--- src/hdl/assert_macros.svh ---
// ----------------------------------------------------------------------------
// Assertion macros shared by the ARQ sender RTL.
// Every macro samples on the rising edge of clock and is off during reset.
// ----------------------------------------------------------------------------
`ifndef ASSERT_MACROS_SVH
`define ASSERT_MACROS_SVH

// prop must hold at every clock edge outside reset
`define ARQS_ASSERT(label, prop, msg) \
   label: assert property (@(posedge clock) disable iff (reset) prop) else $error(msg);

// expr must never be true outside reset
`define ARQS_ASSERT_NEVER(label, expr, msg) \
   `ARQS_ASSERT(label, !(expr), msg)

`endif

--- src/hdl/arqs_pkg.sv ---
// ----------------------------------------------------------------------------
// arqs_pkg
// Types, codes and sizes shared by the stop-and-wait ARQ sender core.
// ----------------------------------------------------------------------------
package arqs_pkg;

   localparam int NUM_SENDERS = 2;
   localparam int NUM_DESTS   = 2;

   localparam int SND_IDX_W = (NUM_SENDERS > 1) ? $clog2(NUM_SENDERS) : 1;
   localparam int DST_IDX_W = (NUM_DESTS > 1) ? $clog2(NUM_DESTS) : 1;

   localparam int SEQ_W      = 32;
   localparam int LEN_W      = 11;
   localparam int ATT_W      = 4;
   localparam int TOT_W      = 32;
   localparam int TMO_W      = 16;
   localparam int CSR_IDX_W  = 2;
   localparam int CSR_DATA_W = 16;

   localparam logic [TMO_W-1:0] TIMEOUT_RESET = 16'd225;
   localparam logic [ATT_W-1:0] RETRY_RESET   = 4'd4;

   // register indexes on the csr port
   localparam logic [CSR_IDX_W-1:0] CSR_TIMEOUT = 2'd0;
   localparam logic [CSR_IDX_W-1:0] CSR_RETRY   = 2'd1;

   // request function codes
   localparam logic [1:0] FUNC_SEND = 2'd0;
   localparam logic [1:0] FUNC_ACK  = 2'd1;
   localparam logic [1:0] FUNC_TICK = 2'd2;

   typedef enum logic [2:0] {
      KIND_NOTHING = 3'd0,
      KIND_SEND    = 3'd1,
      KIND_RESEND  = 3'd2,
      KIND_ACKED   = 3'd3,
      KIND_GIVEUP  = 3'd4,
      KIND_BUSY    = 3'd5,
      KIND_IGNORED = 3'd6
   } kind_type;

   typedef struct packed {
      kind_type           kind;
      logic               who;
      logic               to_dest;
      logic [SEQ_W-1:0]   seq;
      logic [LEN_W-1:0]   len;
      logic [ATT_W-1:0]   attempt;
      logic [TOT_W-1:0]   tx;
      logic [TOT_W-1:0]   rtx;
      logic [TOT_W-1:0]   gave;
      logic               last;
   } rsp_type;

   function automatic rsp_type make_rsp(
      input kind_type         kind,
      input logic             who,
      input logic             to_dest,
      input logic [SEQ_W-1:0] seq,
      input logic [LEN_W-1:0] len,
      input logic [ATT_W-1:0] attempt,
      input logic [TOT_W-1:0] tx,
      input logic [TOT_W-1:0] rtx,
      input logic [TOT_W-1:0] gave
   );
      rsp_type r;
      r.kind    = kind;
      r.who     = who;
      r.to_dest = to_dest;
      r.seq     = seq;
      r.len     = len;
      r.attempt = attempt;
      r.tx      = tx;
      r.rtx     = rtx;
      r.gave    = gave;
      r.last    = 1'b0;
      return r;
   endfunction

endpackage

--- src/hdl/arqs_rsp_buf.sv ---
// ----------------------------------------------------------------------------
// arqs_rsp_buf
// Response buffer: holds the result lanes of one transaction and hands them
// out one per accepted response, lane 0 first, until the lane marked last.
// ----------------------------------------------------------------------------
`include "assert_macros.svh"

module arqs_rsp_buf
   import arqs_pkg::*;
(
   input  logic    clock,
   input  logic    reset,
   input  logic    load,
   input  rsp_type load_lanes [NUM_SENDERS],
   output logic    can_load,
   output logic    rsp_valid,
   input  logic    rsp_ready,
   output rsp_type rsp_data
);

   rsp_type                lanes_ff [NUM_SENDERS];
   logic                   valid_ff;
   logic                   valid_in;
   logic [SND_IDX_W-1:0]   idx_ff;
   logic [SND_IDX_W-1:0]   idx_in;
   logic                   take;

   assign rsp_data  = lanes_ff[idx_ff];
   assign rsp_valid = valid_ff;
   assign take      = valid_ff && rsp_ready;
   // free once the final lane leaves in this cycle
   assign can_load  = !valid_ff || (take && rsp_data.last);

   always_comb begin
      valid_in = valid_ff;
      idx_in   = idx_ff;
      if (load) begin
         valid_in = 1'b1;
         idx_in   = '0;
      end else if (take) begin
         if (rsp_data.last) begin
            valid_in = 1'b0;
         end else begin
            idx_in = idx_ff + SND_IDX_W'(1);
         end
      end
   end

   always_ff @(posedge clock) begin
      if (reset) begin
         valid_ff <= 1'b0;
         idx_ff   <= '0;
      end else begin
         valid_ff <= valid_in;
         idx_ff   <= idx_in;
      end
   end

   always_ff @(posedge clock) begin
      if (load) begin
         lanes_ff <= load_lanes;
      end
   end

   `ARQS_ASSERT_NEVER(a_load_busy, load && !can_load, "load while results still pending")
   `ARQS_ASSERT(a_lane_follows, (take && !rsp_data.last) |=> rsp_valid, "missing next lane")
   `ARQS_ASSERT(a_idx_range, valid_ff |-> (int'(idx_ff) < NUM_SENDERS), "lane index out of range")

endmodule

--- src/hdl/stop_and_wait_arq_sender_core.sv ---
// ----------------------------------------------------------------------------
// stop_and_wait_arq_sender_core
// Stop-and-wait ARQ control for several senders sharing per-destination
// sequence counters: sends, acknowledgments, timer ticks and retry handling.
// ----------------------------------------------------------------------------
// Usage:
//   req_* is a valid/ready channel. Each transaction carries a function:
//   send request, acknowledgment arrival or one timer tick.
//   rsp_* is a valid/ready channel of results. A request or an ack gives one
//   result; a tick gives one result per sender in index order. rsp_last
//   marks the final result of each request transaction.
//   csr_* writes timeout_ticks (index 0) and retry_limit (index 1) with no
//   wait state; write only while no transaction is in flight.
// Timing:
//   A transaction lands in the input register and is processed from there
//   into the response buffer once that can load; the buffer then offers its
//   first result on rsp_*. Requests and acks sustain one per cycle while
//   rsp_ready stays high; a tick holds the response port until all
//   NUM_SENDERS of its results are taken, so its rate is set by the
//   one-result-per-cycle response port.
// Reset / stall:
//   Reset clears all senders to idle, zeroes sequence counters and totals
//   and loads timeout 225, retry limit 4. A stalled rsp_ready holds the
//   buffer; one more transaction waits in the input register, then
//   req_ready drops.
// ----------------------------------------------------------------------------
`include "assert_macros.svh"

module stop_and_wait_arq_sender_core
   import arqs_pkg::*;
(
   input  logic                  clock,
   input  logic                  reset,
   // request channel
   input  logic                  req_valid,
   output logic                  req_ready,
   input  logic [1:0]            req_func,
   input  logic                  req_sender,
   input  logic                  req_dest,
   input  logic [LEN_W-1:0]      req_pkt_len,
   input  logic [SEQ_W-1:0]      req_ack_seq,
   input  logic                  req_ack_from,
   // response channel
   output logic                  rsp_valid,
   input  logic                  rsp_ready,
   output logic [2:0]            rsp_kind,
   output logic                  rsp_who,
   output logic                  rsp_to_dest,
   output logic [SEQ_W-1:0]      rsp_seq_out,
   output logic [LEN_W-1:0]      rsp_len_out,
   output logic [ATT_W-1:0]      rsp_attempt,
   output logic [TOT_W-1:0]      rsp_transmissions,
   output logic [TOT_W-1:0]      rsp_retransmissions,
   output logic [TOT_W-1:0]      rsp_gave_up,
   output logic                  rsp_last,
   // configuration
   input  logic                  csr_we,
   input  logic [CSR_IDX_W-1:0]  csr_index,
   input  logic [CSR_DATA_W-1:0] csr_wdata
);

   // ---- configuration registers ----
   logic [TMO_W-1:0] timeout_ff;
   logic [ATT_W-1:0] retry_limit_ff;

   always_ff @(posedge clock) begin
      if (reset) begin
         timeout_ff     <= TIMEOUT_RESET;
         retry_limit_ff <= RETRY_RESET;
      end else if (csr_we) begin
         unique case (csr_index)
            CSR_TIMEOUT: timeout_ff     <= csr_wdata[TMO_W-1:0];
            CSR_RETRY:   retry_limit_ff <= csr_wdata[ATT_W-1:0];
            default: ;
         endcase
      end
   end

   // ---- input register ----
   logic             in_valid_ff;
   logic             in_valid_in;
   logic [1:0]       in_func_ff;
   logic             in_sender_ff;
   logic             in_dest_ff;
   logic [LEN_W-1:0] in_len_ff;
   logic [SEQ_W-1:0] in_ack_seq_ff;
   logic             in_ack_from_ff;
   logic             req_take;
   logic             can_load;
   logic             fire;

   assign req_take  = req_valid && req_ready;
   assign fire      = in_valid_ff && can_load;
   // input register frees up whenever its transaction moves to the buffer
   assign req_ready = !in_valid_ff || fire;

   always_comb begin
      in_valid_in = in_valid_ff;
      if (req_take) begin
         in_valid_in = 1'b1;
      end else if (fire) begin
         in_valid_in = 1'b0;
      end
   end

   always_ff @(posedge clock) begin
      if (reset) begin
         in_valid_ff <= 1'b0;
      end else begin
         in_valid_ff <= in_valid_in;
      end
   end

   always_ff @(posedge clock) begin
      if (req_take) begin
         in_func_ff     <= req_func;
         in_sender_ff   <= req_sender;
         in_dest_ff     <= req_dest;
         in_len_ff      <= req_pkt_len;
         in_ack_seq_ff  <= req_ack_seq;
         in_ack_from_ff <= req_ack_from;
      end
   end

   // ---- per-sender and per-destination state ----
   logic             busy_ff      [NUM_SENDERS];
   logic             busy_in      [NUM_SENDERS];
   logic [SEQ_W-1:0] held_seq_ff  [NUM_SENDERS];
   logic [SEQ_W-1:0] held_seq_in  [NUM_SENDERS];
   logic             held_dest_ff [NUM_SENDERS];
   logic             held_dest_in [NUM_SENDERS];
   logic [LEN_W-1:0] held_len_ff  [NUM_SENDERS];
   logic [LEN_W-1:0] held_len_in  [NUM_SENDERS];
   logic [ATT_W-1:0] retry_ff     [NUM_SENDERS];
   logic [ATT_W-1:0] retry_in     [NUM_SENDERS];
   logic [TMO_W-1:0] countdown_ff [NUM_SENDERS];
   logic [TMO_W-1:0] countdown_in [NUM_SENDERS];
   logic [TOT_W-1:0] sent_ff      [NUM_SENDERS];
   logic [TOT_W-1:0] sent_in      [NUM_SENDERS];
   logic [TOT_W-1:0] resent_ff    [NUM_SENDERS];
   logic [TOT_W-1:0] resent_in    [NUM_SENDERS];
   logic [TOT_W-1:0] dropped_ff   [NUM_SENDERS];
   logic [TOT_W-1:0] dropped_in   [NUM_SENDERS];
   logic [SEQ_W-1:0] next_seq_ff  [NUM_DESTS];
   logic [SEQ_W-1:0] next_seq_in  [NUM_DESTS];

   rsp_type          lanes        [NUM_SENDERS];

   logic [SND_IDX_W-1:0] sidx;
   logic [DST_IDX_W-1:0] didx;
   logic                 snd_ok;
   logic                 ack_hit;

   assign sidx    = SND_IDX_W'(in_sender_ff);
   // destinations beyond the table wrap around
   assign didx    = DST_IDX_W'(int'(in_dest_ff) % NUM_DESTS);
   assign snd_ok  = int'(in_sender_ff) < NUM_SENDERS;
   assign ack_hit = busy_ff[sidx] && (in_ack_seq_ff == held_seq_ff[sidx])
                    && (in_ack_from_ff == held_dest_ff[sidx]);

   always_comb begin
      busy_in      = busy_ff;
      held_seq_in  = held_seq_ff;
      held_dest_in = held_dest_ff;
      held_len_in  = held_len_ff;
      retry_in     = retry_ff;
      countdown_in = countdown_ff;
      sent_in      = sent_ff;
      resent_in    = resent_ff;
      dropped_in   = dropped_ff;
      next_seq_in  = next_seq_ff;
      for (int i = 0; i < NUM_SENDERS; i++) begin
         lanes[i] = '0;
      end

      if (fire) begin
         if (in_func_ff == FUNC_TICK) begin
            // every sender is handled in parallel, one lane each
            for (int i = 0; i < NUM_SENDERS; i++) begin
               if (!busy_ff[i]) begin
                  lanes[i] = make_rsp(KIND_NOTHING, 1'(i), 1'b0, '0, '0, '0,
                                      sent_ff[i], resent_ff[i], dropped_ff[i]);
               end else if (countdown_ff[i] > TMO_W'(1)) begin
                  countdown_in[i] = countdown_ff[i] - TMO_W'(1);
                  lanes[i] = make_rsp(KIND_NOTHING, 1'(i), held_dest_ff[i],
                                      held_seq_ff[i], held_len_ff[i], retry_ff[i],
                                      sent_ff[i], resent_ff[i], dropped_ff[i]);
               end else if (retry_ff[i] < retry_limit_ff) begin
                  retry_in[i]     = retry_ff[i] + ATT_W'(1);
                  resent_in[i]    = resent_ff[i] + TOT_W'(1);
                  sent_in[i]      = sent_ff[i] + TOT_W'(1);
                  countdown_in[i] = timeout_ff;
                  lanes[i] = make_rsp(KIND_RESEND, 1'(i), held_dest_ff[i],
                                      held_seq_ff[i], held_len_ff[i], retry_in[i],
                                      sent_in[i], resent_in[i], dropped_ff[i]);
               end else begin
                  dropped_in[i]   = dropped_ff[i] + TOT_W'(1);
                  busy_in[i]      = 1'b0;
                  retry_in[i]     = '0;
                  countdown_in[i] = '0;
                  lanes[i] = make_rsp(KIND_GIVEUP, 1'(i), held_dest_ff[i],
                                      held_seq_ff[i], held_len_ff[i], retry_ff[i],
                                      sent_ff[i], resent_ff[i], dropped_in[i]);
               end
            end
            lanes[NUM_SENDERS-1].last = 1'b1;
         end else begin
            if (!snd_ok || (in_func_ff != FUNC_SEND && in_func_ff != FUNC_ACK)) begin
               lanes[0] = '0;
            end else if (in_func_ff == FUNC_SEND) begin
               if (busy_ff[sidx]) begin
                  lanes[0] = make_rsp(KIND_BUSY, in_sender_ff, held_dest_ff[sidx],
                                      held_seq_ff[sidx], held_len_ff[sidx],
                                      retry_ff[sidx], sent_ff[sidx],
                                      resent_ff[sidx], dropped_ff[sidx]);
               end else begin
                  held_seq_in[sidx]  = next_seq_ff[didx];
                  next_seq_in[didx]  = next_seq_ff[didx] + SEQ_W'(1);
                  held_dest_in[sidx] = 1'(didx);
                  held_len_in[sidx]  = in_len_ff;
                  retry_in[sidx]     = '0;
                  countdown_in[sidx] = timeout_ff;
                  busy_in[sidx]      = 1'b1;
                  sent_in[sidx]      = sent_ff[sidx] + TOT_W'(1);
                  lanes[0] = make_rsp(KIND_SEND, in_sender_ff, 1'(didx),
                                      next_seq_ff[didx], in_len_ff, '0,
                                      sent_in[sidx], resent_ff[sidx],
                                      dropped_ff[sidx]);
               end
            end else begin
               if (ack_hit) begin
                  busy_in[sidx]      = 1'b0;
                  retry_in[sidx]     = '0;
                  countdown_in[sidx] = '0;
                  lanes[0] = make_rsp(KIND_ACKED, in_sender_ff, held_dest_ff[sidx],
                                      held_seq_ff[sidx], held_len_ff[sidx],
                                      retry_ff[sidx], sent_ff[sidx],
                                      resent_ff[sidx], dropped_ff[sidx]);
               end else begin
                  lanes[0] = make_rsp(KIND_IGNORED, in_sender_ff, in_ack_from_ff,
                                      in_ack_seq_ff, '0, '0, sent_ff[sidx],
                                      resent_ff[sidx], dropped_ff[sidx]);
               end
            end
            lanes[0].last = 1'b1;
         end
      end
   end

   always_ff @(posedge clock) begin
      if (reset) begin
         for (int i = 0; i < NUM_SENDERS; i++) begin
            busy_ff[i]      <= 1'b0;
            held_seq_ff[i]  <= '0;
            held_dest_ff[i] <= 1'b0;
            held_len_ff[i]  <= '0;
            retry_ff[i]     <= '0;
            countdown_ff[i] <= '0;
            sent_ff[i]      <= '0;
            resent_ff[i]    <= '0;
            dropped_ff[i]   <= '0;
         end
         for (int d = 0; d < NUM_DESTS; d++) begin
            next_seq_ff[d] <= '0;
         end
      end else begin
         busy_ff      <= busy_in;
         held_seq_ff  <= held_seq_in;
         held_dest_ff <= held_dest_in;
         held_len_ff  <= held_len_in;
         retry_ff     <= retry_in;
         countdown_ff <= countdown_in;
         sent_ff      <= sent_in;
         resent_ff    <= resent_in;
         dropped_ff   <= dropped_in;
         next_seq_ff  <= next_seq_in;
      end
   end

   // ---- response buffer ----
   rsp_type rsp_data;

   arqs_rsp_buf u_rsp_buf (
      .clock      (clock),
      .reset      (reset),
      .load       (fire),
      .load_lanes (lanes),
      .can_load   (can_load),
      .rsp_valid  (rsp_valid),
      .rsp_ready  (rsp_ready),
      .rsp_data   (rsp_data)
   );

   assign rsp_kind            = rsp_data.kind;
   assign rsp_who             = rsp_data.who;
   assign rsp_to_dest         = rsp_data.to_dest;
   assign rsp_seq_out         = rsp_data.seq;
   assign rsp_len_out         = rsp_data.len;
   assign rsp_attempt         = rsp_data.attempt;
   assign rsp_transmissions   = rsp_data.tx;
   assign rsp_retransmissions = rsp_data.rtx;
   assign rsp_gave_up         = rsp_data.gave;
   assign rsp_last            = rsp_data.last;

   // ---- checks ----
   `ARQS_ASSERT(a_in_captured, req_take |=> in_valid_ff, "accepted transaction not held")
   `ARQS_ASSERT(a_in_stall, (in_valid_ff && !can_load) |-> !req_ready, "ready while input register stalled")

   for (genvar g = 0; g < NUM_SENDERS; g++) begin : g_idle_chk
      `ARQS_ASSERT(a_idle_clean, !busy_ff[g] |-> (countdown_ff[g] == '0 && retry_ff[g] == '0), "idle sender keeps timer or retries")
   end

endmodule

--- config.mk ---
export PLATFORM = sky130hd
export DESIGN_NAME = stop_and_wait_arq_sender_core
export DESIGN_NICKNAME = d
export VERILOG_FILES = /design/src/hdl/arqs_pkg.sv /design/src/hdl/arqs_rsp_buf.sv /design/src/hdl/stop_and_wait_arq_sender_core.sv
export VERILOG_INCLUDE_DIRS = /design/src /design/src/hdl
export SDC_FILE = /design/constraint.sdc
export NUM_CORES = 2
export LEC_CHECK = 0
export BUFFER_PORTS_ARGS = -buffer_cell sky130_fd_sc_hd__buf_2
export CAP_MARGIN = 10
export CORE_AREA = 2 2 262 264
export DETAILED_ROUTE_END_ITERATION = 8
export DIE_AREA = 0 0 264 266
export PLACE_DENSITY = 0.78
export SYNTH_ARGS = -nofsm -noshare
export SYNTH_HDL_FRONTEND = slang
export SYNTH_SLANG_ARGS = --single-unit
--- constraint.sdc ---
create_clock -name clock -period 16.3 [get_ports clock]
set_input_delay 1.63 -clock clock [delete_from_list [all_inputs] [get_ports clock]]
set_output_delay 1.63 -clock clock [all_outputs]
set_load 0.05 [all_outputs]
Word-level counts from Yosys, hierarchy flattened
Index checks and enable logic that the tools add are counted.
{"block": "word_totals", "regBits": 755}
{"block": "op_classes", "n_bitwise": 19, "n_lt_le_gt_ge": 9, "n_mux": 111, "n_reduce_logical": 40, "addsub": 13, "eq_ne": 14}
{"op": "149-bit 2-to-1 mux", "n": 12}
{"op": "32-bit 2-to-1 mux", "n": 31}
{"op": "146-bit 2-to-1 mux", "n": 2}
{"op": "32-bit by 1-bit adder with 32-bit output (second input constant)", "n": 8}
{"op": "64-bit 2-to-1 mux", "n": 4}
{"op": "64-bit bitwise mux", "n": 3}
{"op": "16-bit 2-to-1 mux", "n": 7}
{"op": "32-bit demux with 1-bit select", "n": 2}
{"op": "11-bit 2-to-1 mux", "n": 4}
{"op": "4-bit 2-to-1 mux", "n": 10}
{"op": "8-bit 2-to-1 mux", "n": 5}
{"op": "5-bit AND reduction", "n": 7}
{"op": "32-bit bitwise AND", "n": 1}
{"op": "32-bit bitwise mux", "n": 1}
{"op": "32-bit == test", "n": 1}
{"op": "16-bit by 1-bit > comparator with 1-bit output (second input constant)", "n": 2}
{"op": "32-bit NOT", "n": 1}
{"op": "16-bit by 1-bit subtractor with 16-bit output (second input constant)", "n": 2}
{"op": "22-bit bitwise mux", "n": 1}
{"op": "1-bit 2-to-1 mux", "n": 19}
{"op": "16-bit demux with 1-bit select", "n": 1}
{"op": "7-bit AND reduction", "n": 2}
{"op": "2-bit inequality test (second input constant)", "n": 6}
{"op": "6-bit AND reduction", "n": 2}
{"op": "32 further kinds", "n": 72}

Logic depth before layout (Yosys ltp)
{"block": "depth", "word_depth": 13, "depth_mapped": 16, "ltp_nobuf": 11}

By module
From an unflattened synthesis, not the netlist that was laid out.
{"block": "unflattened", "hier_cells": 4604, "area_unflattened_um2": 42346.9}
{"mod": "stop_and_wait_arq_sender_core", "cells_per_inst": 4130, "area_each_um2": 31056.0, "seq_area_each_um2": 9589.2, "instances": 1}
{"mod": "arqs_rsp_buf", "cells_per_inst": 474, "area_each_um2": 11290.8, "seq_area_each_um2": 8988.6, "instances": 1}

Least setup slack after synthesis
Ideal clock, no wire load.
{"block": "synth_timing", "kind": "input-to-reg", "startpoint": "input rsp_ready", "endpoint": "register dropped_ff[61] (netlist bit)", "path_stages": 7, "setup_ns": 0.070, "arrival_ns": 13.268, "path_buffers": 1, "setup_slack_ns": 2.962, "cell_sequence": "a21o_1 > nand2_1 > inv_1 > clkbuf_1 > nand3_1 > or3_1 > a21oi_1"}
{"block": "synth_between", "elab_chain_cells": 5}
{"element": "from (decl)", "line": "stop_and_wait_arq_sender_core.sv:45", "text": "input logic rsp_ready,"}
{"element": "1-bit logical AND", "line": "arqs_rsp_buf.sv:30", "text": "assign take = valid_ff && rsp_ready;"}
{"element": "1-bit logical AND", "line": "arqs_rsp_buf.sv:32", "text": "assign can_load = !valid_ff || (take && rsp_data.last);"}
{"element": "1-bit logical OR", "line": "arqs_rsp_buf.sv:32"}
{"element": "1-bit logical AND", "line": "stop_and_wait_arq_sender_core.sv:93", "text": "assign fire = in_valid_ff && can_load;"}
{"element": "via fire", "line": "stop_and_wait_arq_sender_core.sv:90", "text": "logic fire;"}
{"element": "5-bit AND reduction (no line)"}
{"element": "to (signal assigned)", "line": "stop_and_wait_arq_sender_core.sv:275", "text": "dropped_ff <= dropped_in;"}
{"element": "to (decl)", "line": "stop_and_wait_arq_sender_core.sv:142", "text": "logic [TOT_W-1:0] dropped_ff [NUM_SENDERS];"}
The timed path passes the listed nets, and every way through them passes these cells.
A chain may end at the register's enable or synchronous reset.

==> impl_metrics.tcl <==
set metrics [dict create \
    ys.flop_type "dfxtp_1" \
    min_to "next_seq_ff[21]" \
    synth_area_leaders "edfxtp_1 (26%), dfxtp_1 (20%), nand2_1 (5.3%)" \
    reg2reg_slack_ns 10.94 \
    cts.htree.levels 3 \
    ys_seq_area_frac 0.461 \
    hpwl_um 75800 \
    die_h_um 266 \
    worst_pin_slew_ns 1.22 \
    startpoint_type "flop" \
    critPathArrivalTime_ns 5.63 \
    detail_route.iter0.violations 4472 \
    core_mm2 0.0677 \
    relSlewSlack 0.186 \
    place.gp.congestion 0.948 \
    async_flop_share 0 \
    rsz0062_at_grt "false" \
    max_freq_mhz 187 \
    grt_overflow_total 0 \
    remaining_drc_errors 0 \
    clk_latency_ns 0.63 \
    p_leak_nw 14.7 \
    setup_viol 0 \
    hold_buffers 0 \
    synthesis.nets 4559 \
    cp.required_ns 16.57 \
    syn-cell-area_mm2 0.0402 \
    worst-r2r-cell-count 11 \
    design_area_mm2 0.0444 \
    max_cap_violations 0 \
    fin_util 0.656 \
    cts_resized 0 \
    synth_warnings 0 \
    path_clk_slew_ns 0.06 \
    hold_path_depth 2 \
    grt_max_degree 205 \
    multi_input_area_mm2 0.0202 \
    reg2reg_from "in_sender_ff" \
    drv_slew 0 \
    synth_edf_count 345 \
    start_util 0.594 \
    reg2reg_to "u_rsp_buf.lanes_ff[282]" \
    yosys_register_bits 754 \
    wl_per_cell_um 21.4 \
    min_from "next_seq_ff[21]" \
    grtUsageTotal 0.321 \
    dr.pass1.iters 7 \
    rows 96 \
    routed_wl_um 116000 \
    antenna_found_initial 3 \
    period_share 0.329 \
    synth_top_cell_area_share 0.258 \
    cts_tree "done" \
    die-area_mm2 0.0702 \
    cts_buffers 79 \
    grt_pass1_vias 31853 \
    cts_root_buf "clkbuf_16" \
    cp_max_fo 142 \
    cts.sinks 754 \
    ir_drop_mv 0.110 \
    cts_buffer_depth 3 \
    worstSetupPathType "flop to flop" \
    place_area_mm2 0.0417 \
    io_pins 222 \
    port_buffers 221 \
    nets 4576 \
    end_kind "flop" \
    grt_pass1_wl_um 180000 \
    ant_nets 0 \
    seq_area_mm2 0.0186 \
    drive_gt1_frac 0.138 \
    power.density_mw_per_mm2 98.2 \
    synthCells 4466 \
    min_period_ns 5.36 \
    hp-class "flop to flop" \
    synth_top_area_cell "edfxtp_1" \
    hold_viol 0 \
    syn2layout_area_growth_pct 10.4 \
    fp.dieW_um 264 \
    synth_cell_types 89 \
    avgSynthCellArea_um2 9.01 \
    synth_most_common_cell "nand2_1" \
    tns_ns 0 \
    fin_worst_skew_ns 0.0178 \
    cts_setup_buffers 0 \
    yosys-top-cells-count "nand2_1 (568), nor2_1 (515), dfxtp_1 (409)" \
    n_fill_cell 5500 \
    drt-vias-per-instance 6.33 \
    status "complete, no violations" \
    num_vias 34368 \
]
## kinds of logic (layout without fill, tap and decap cells)
logic type               count (synthesis)  after routing  synth area share
AND/OR/NAND/NOR                       1767           1767             0.205
adder cells (fa/ha/maj)                 22             22           0.00684
multiplexers                           272            272            0.0730
AO/OA/AOI/OAI                          901            901             0.139
other                                    0              2                 0
buffers and inverters                  398            480            0.0383
flip-flops                             754            754             0.461
XOR/XNOR                               352            352            0.0766
## sequential cells by signal (all words and copies together), names as in the netlist, 2 cells and up, named ones only
signal,flops
in_ack_seq_ff,32
retry_ff,8
next_seq_ff,64
sent_ff,62
timeout_ff,16
u_rsp_buf.lanes_ff,297
held_len_ff,22
held_dest_ff,2
dropped_ff,64
in_len_ff,11
in_func_ff,2
held_seq_ff,64
retry_limit_ff,4
countdown_ff,32
resent_ff,64
## placed cells by master (no fill, tap or decap), types with 18 or more instances in the layout
cell type,instances
xnor2_1,157
clkbuf_1,19
edfxtp_1,345
buf_4,53
clkbuf_16,84
o311ai_0,23
xor2_1,195
o21ai_0,254
and3_1,94
nor3_1,97
nand3_1,151
a21oi_1,296
a211oi_1,90
mux2_2,169
a31oi_1,22
o22ai_1,28
buf_2,220
nand4_1,67
dfxtp_1,407
or3_1,90
nor4_1,45
nand2_1,567
ha_1,22
mux2i_1,101
a221o_1,40
nand3b_1,18
nor2_1,510
inv_1,53
## metrics by stage
stage / instances / power [mW] / setup slack [ns] / hold slack, ns
after floorplan: 4466 / 2.38 / 2.96 / 0.436
after global placement: 5283 / 2.48 / 11.09 / 0.441
after detailed placement: 5283 / 2.49 / 10.97 / 0.446
after CTS: 5429 / 4.37 / 11.33 / 0.454
after global routing: 5431 / 4.48 / 11.09 / 0.475
final: 5432 / 4.36 / 10.94 / 0.454
## cell type report
class,instances,share of cell area
diodes,2,0.000113
repair buffers,277,0.0354
clock inverters,33,0.00958
inverters,57,0.00504
well taps,882,0.0248
flip-flops and latches,754,0.418
clock buffers,113,0.0520
multi-input cells,3314,0.455
## where the power goes
part	internal (mW)	leakage [nW]	total (mW)	switching (mW)
Sequential	2.04	6.42	2.07	0.0308
Clock	1.15	1.34	1.91	0.766
Combinational	0.0977	6.99	0.386	0.288
## layer usage
layer,up-vias,global-route usage,part of all wire
li1,16050,-,-
met1,16243,0.428,0.40
met2,1781,0.511,0.46
met3,294,0.0540,0.095
met4,0,0.153,0.043
met5,-,0,0
## worst max path at each step
stage / startpoint / to / cells past startpoint / slack [ns]
after detailed placement: rsp_ready / dropped_ff[58] / 9 / 10.97
after floorplan: rsp_ready / dropped_ff[61] / 7 / 2.96
after global routing: in_sender_ff / u_rsp_buf.lanes_ff[282] / 11 / 11.09
final: in_sender_ff / u_rsp_buf.lanes_ff[282] / 11 / 10.94
after CTS: in_sender_ff / u_rsp_buf.lanes_ff[282] / 11 / 11.33
after global placement: rsp_ready / dropped_ff[58] / 9 / 11.09
## worst max-delay path: stages, from the launching register on
cell and delay [ns]:
edfxtp_1 0.37, buf_12 0.52, mux2i_1 0.58, o2bb2ai_1 0.24
nor4_1 0.88, nand4_1 0.27, nor3b_2 0.28, buf_4 0.22
nor2_2 0.04, buf_4 0.25, a221oi_1 0.72, o21ai_0 0.41
Note: power is estimated with default switching activity, not from simulation.
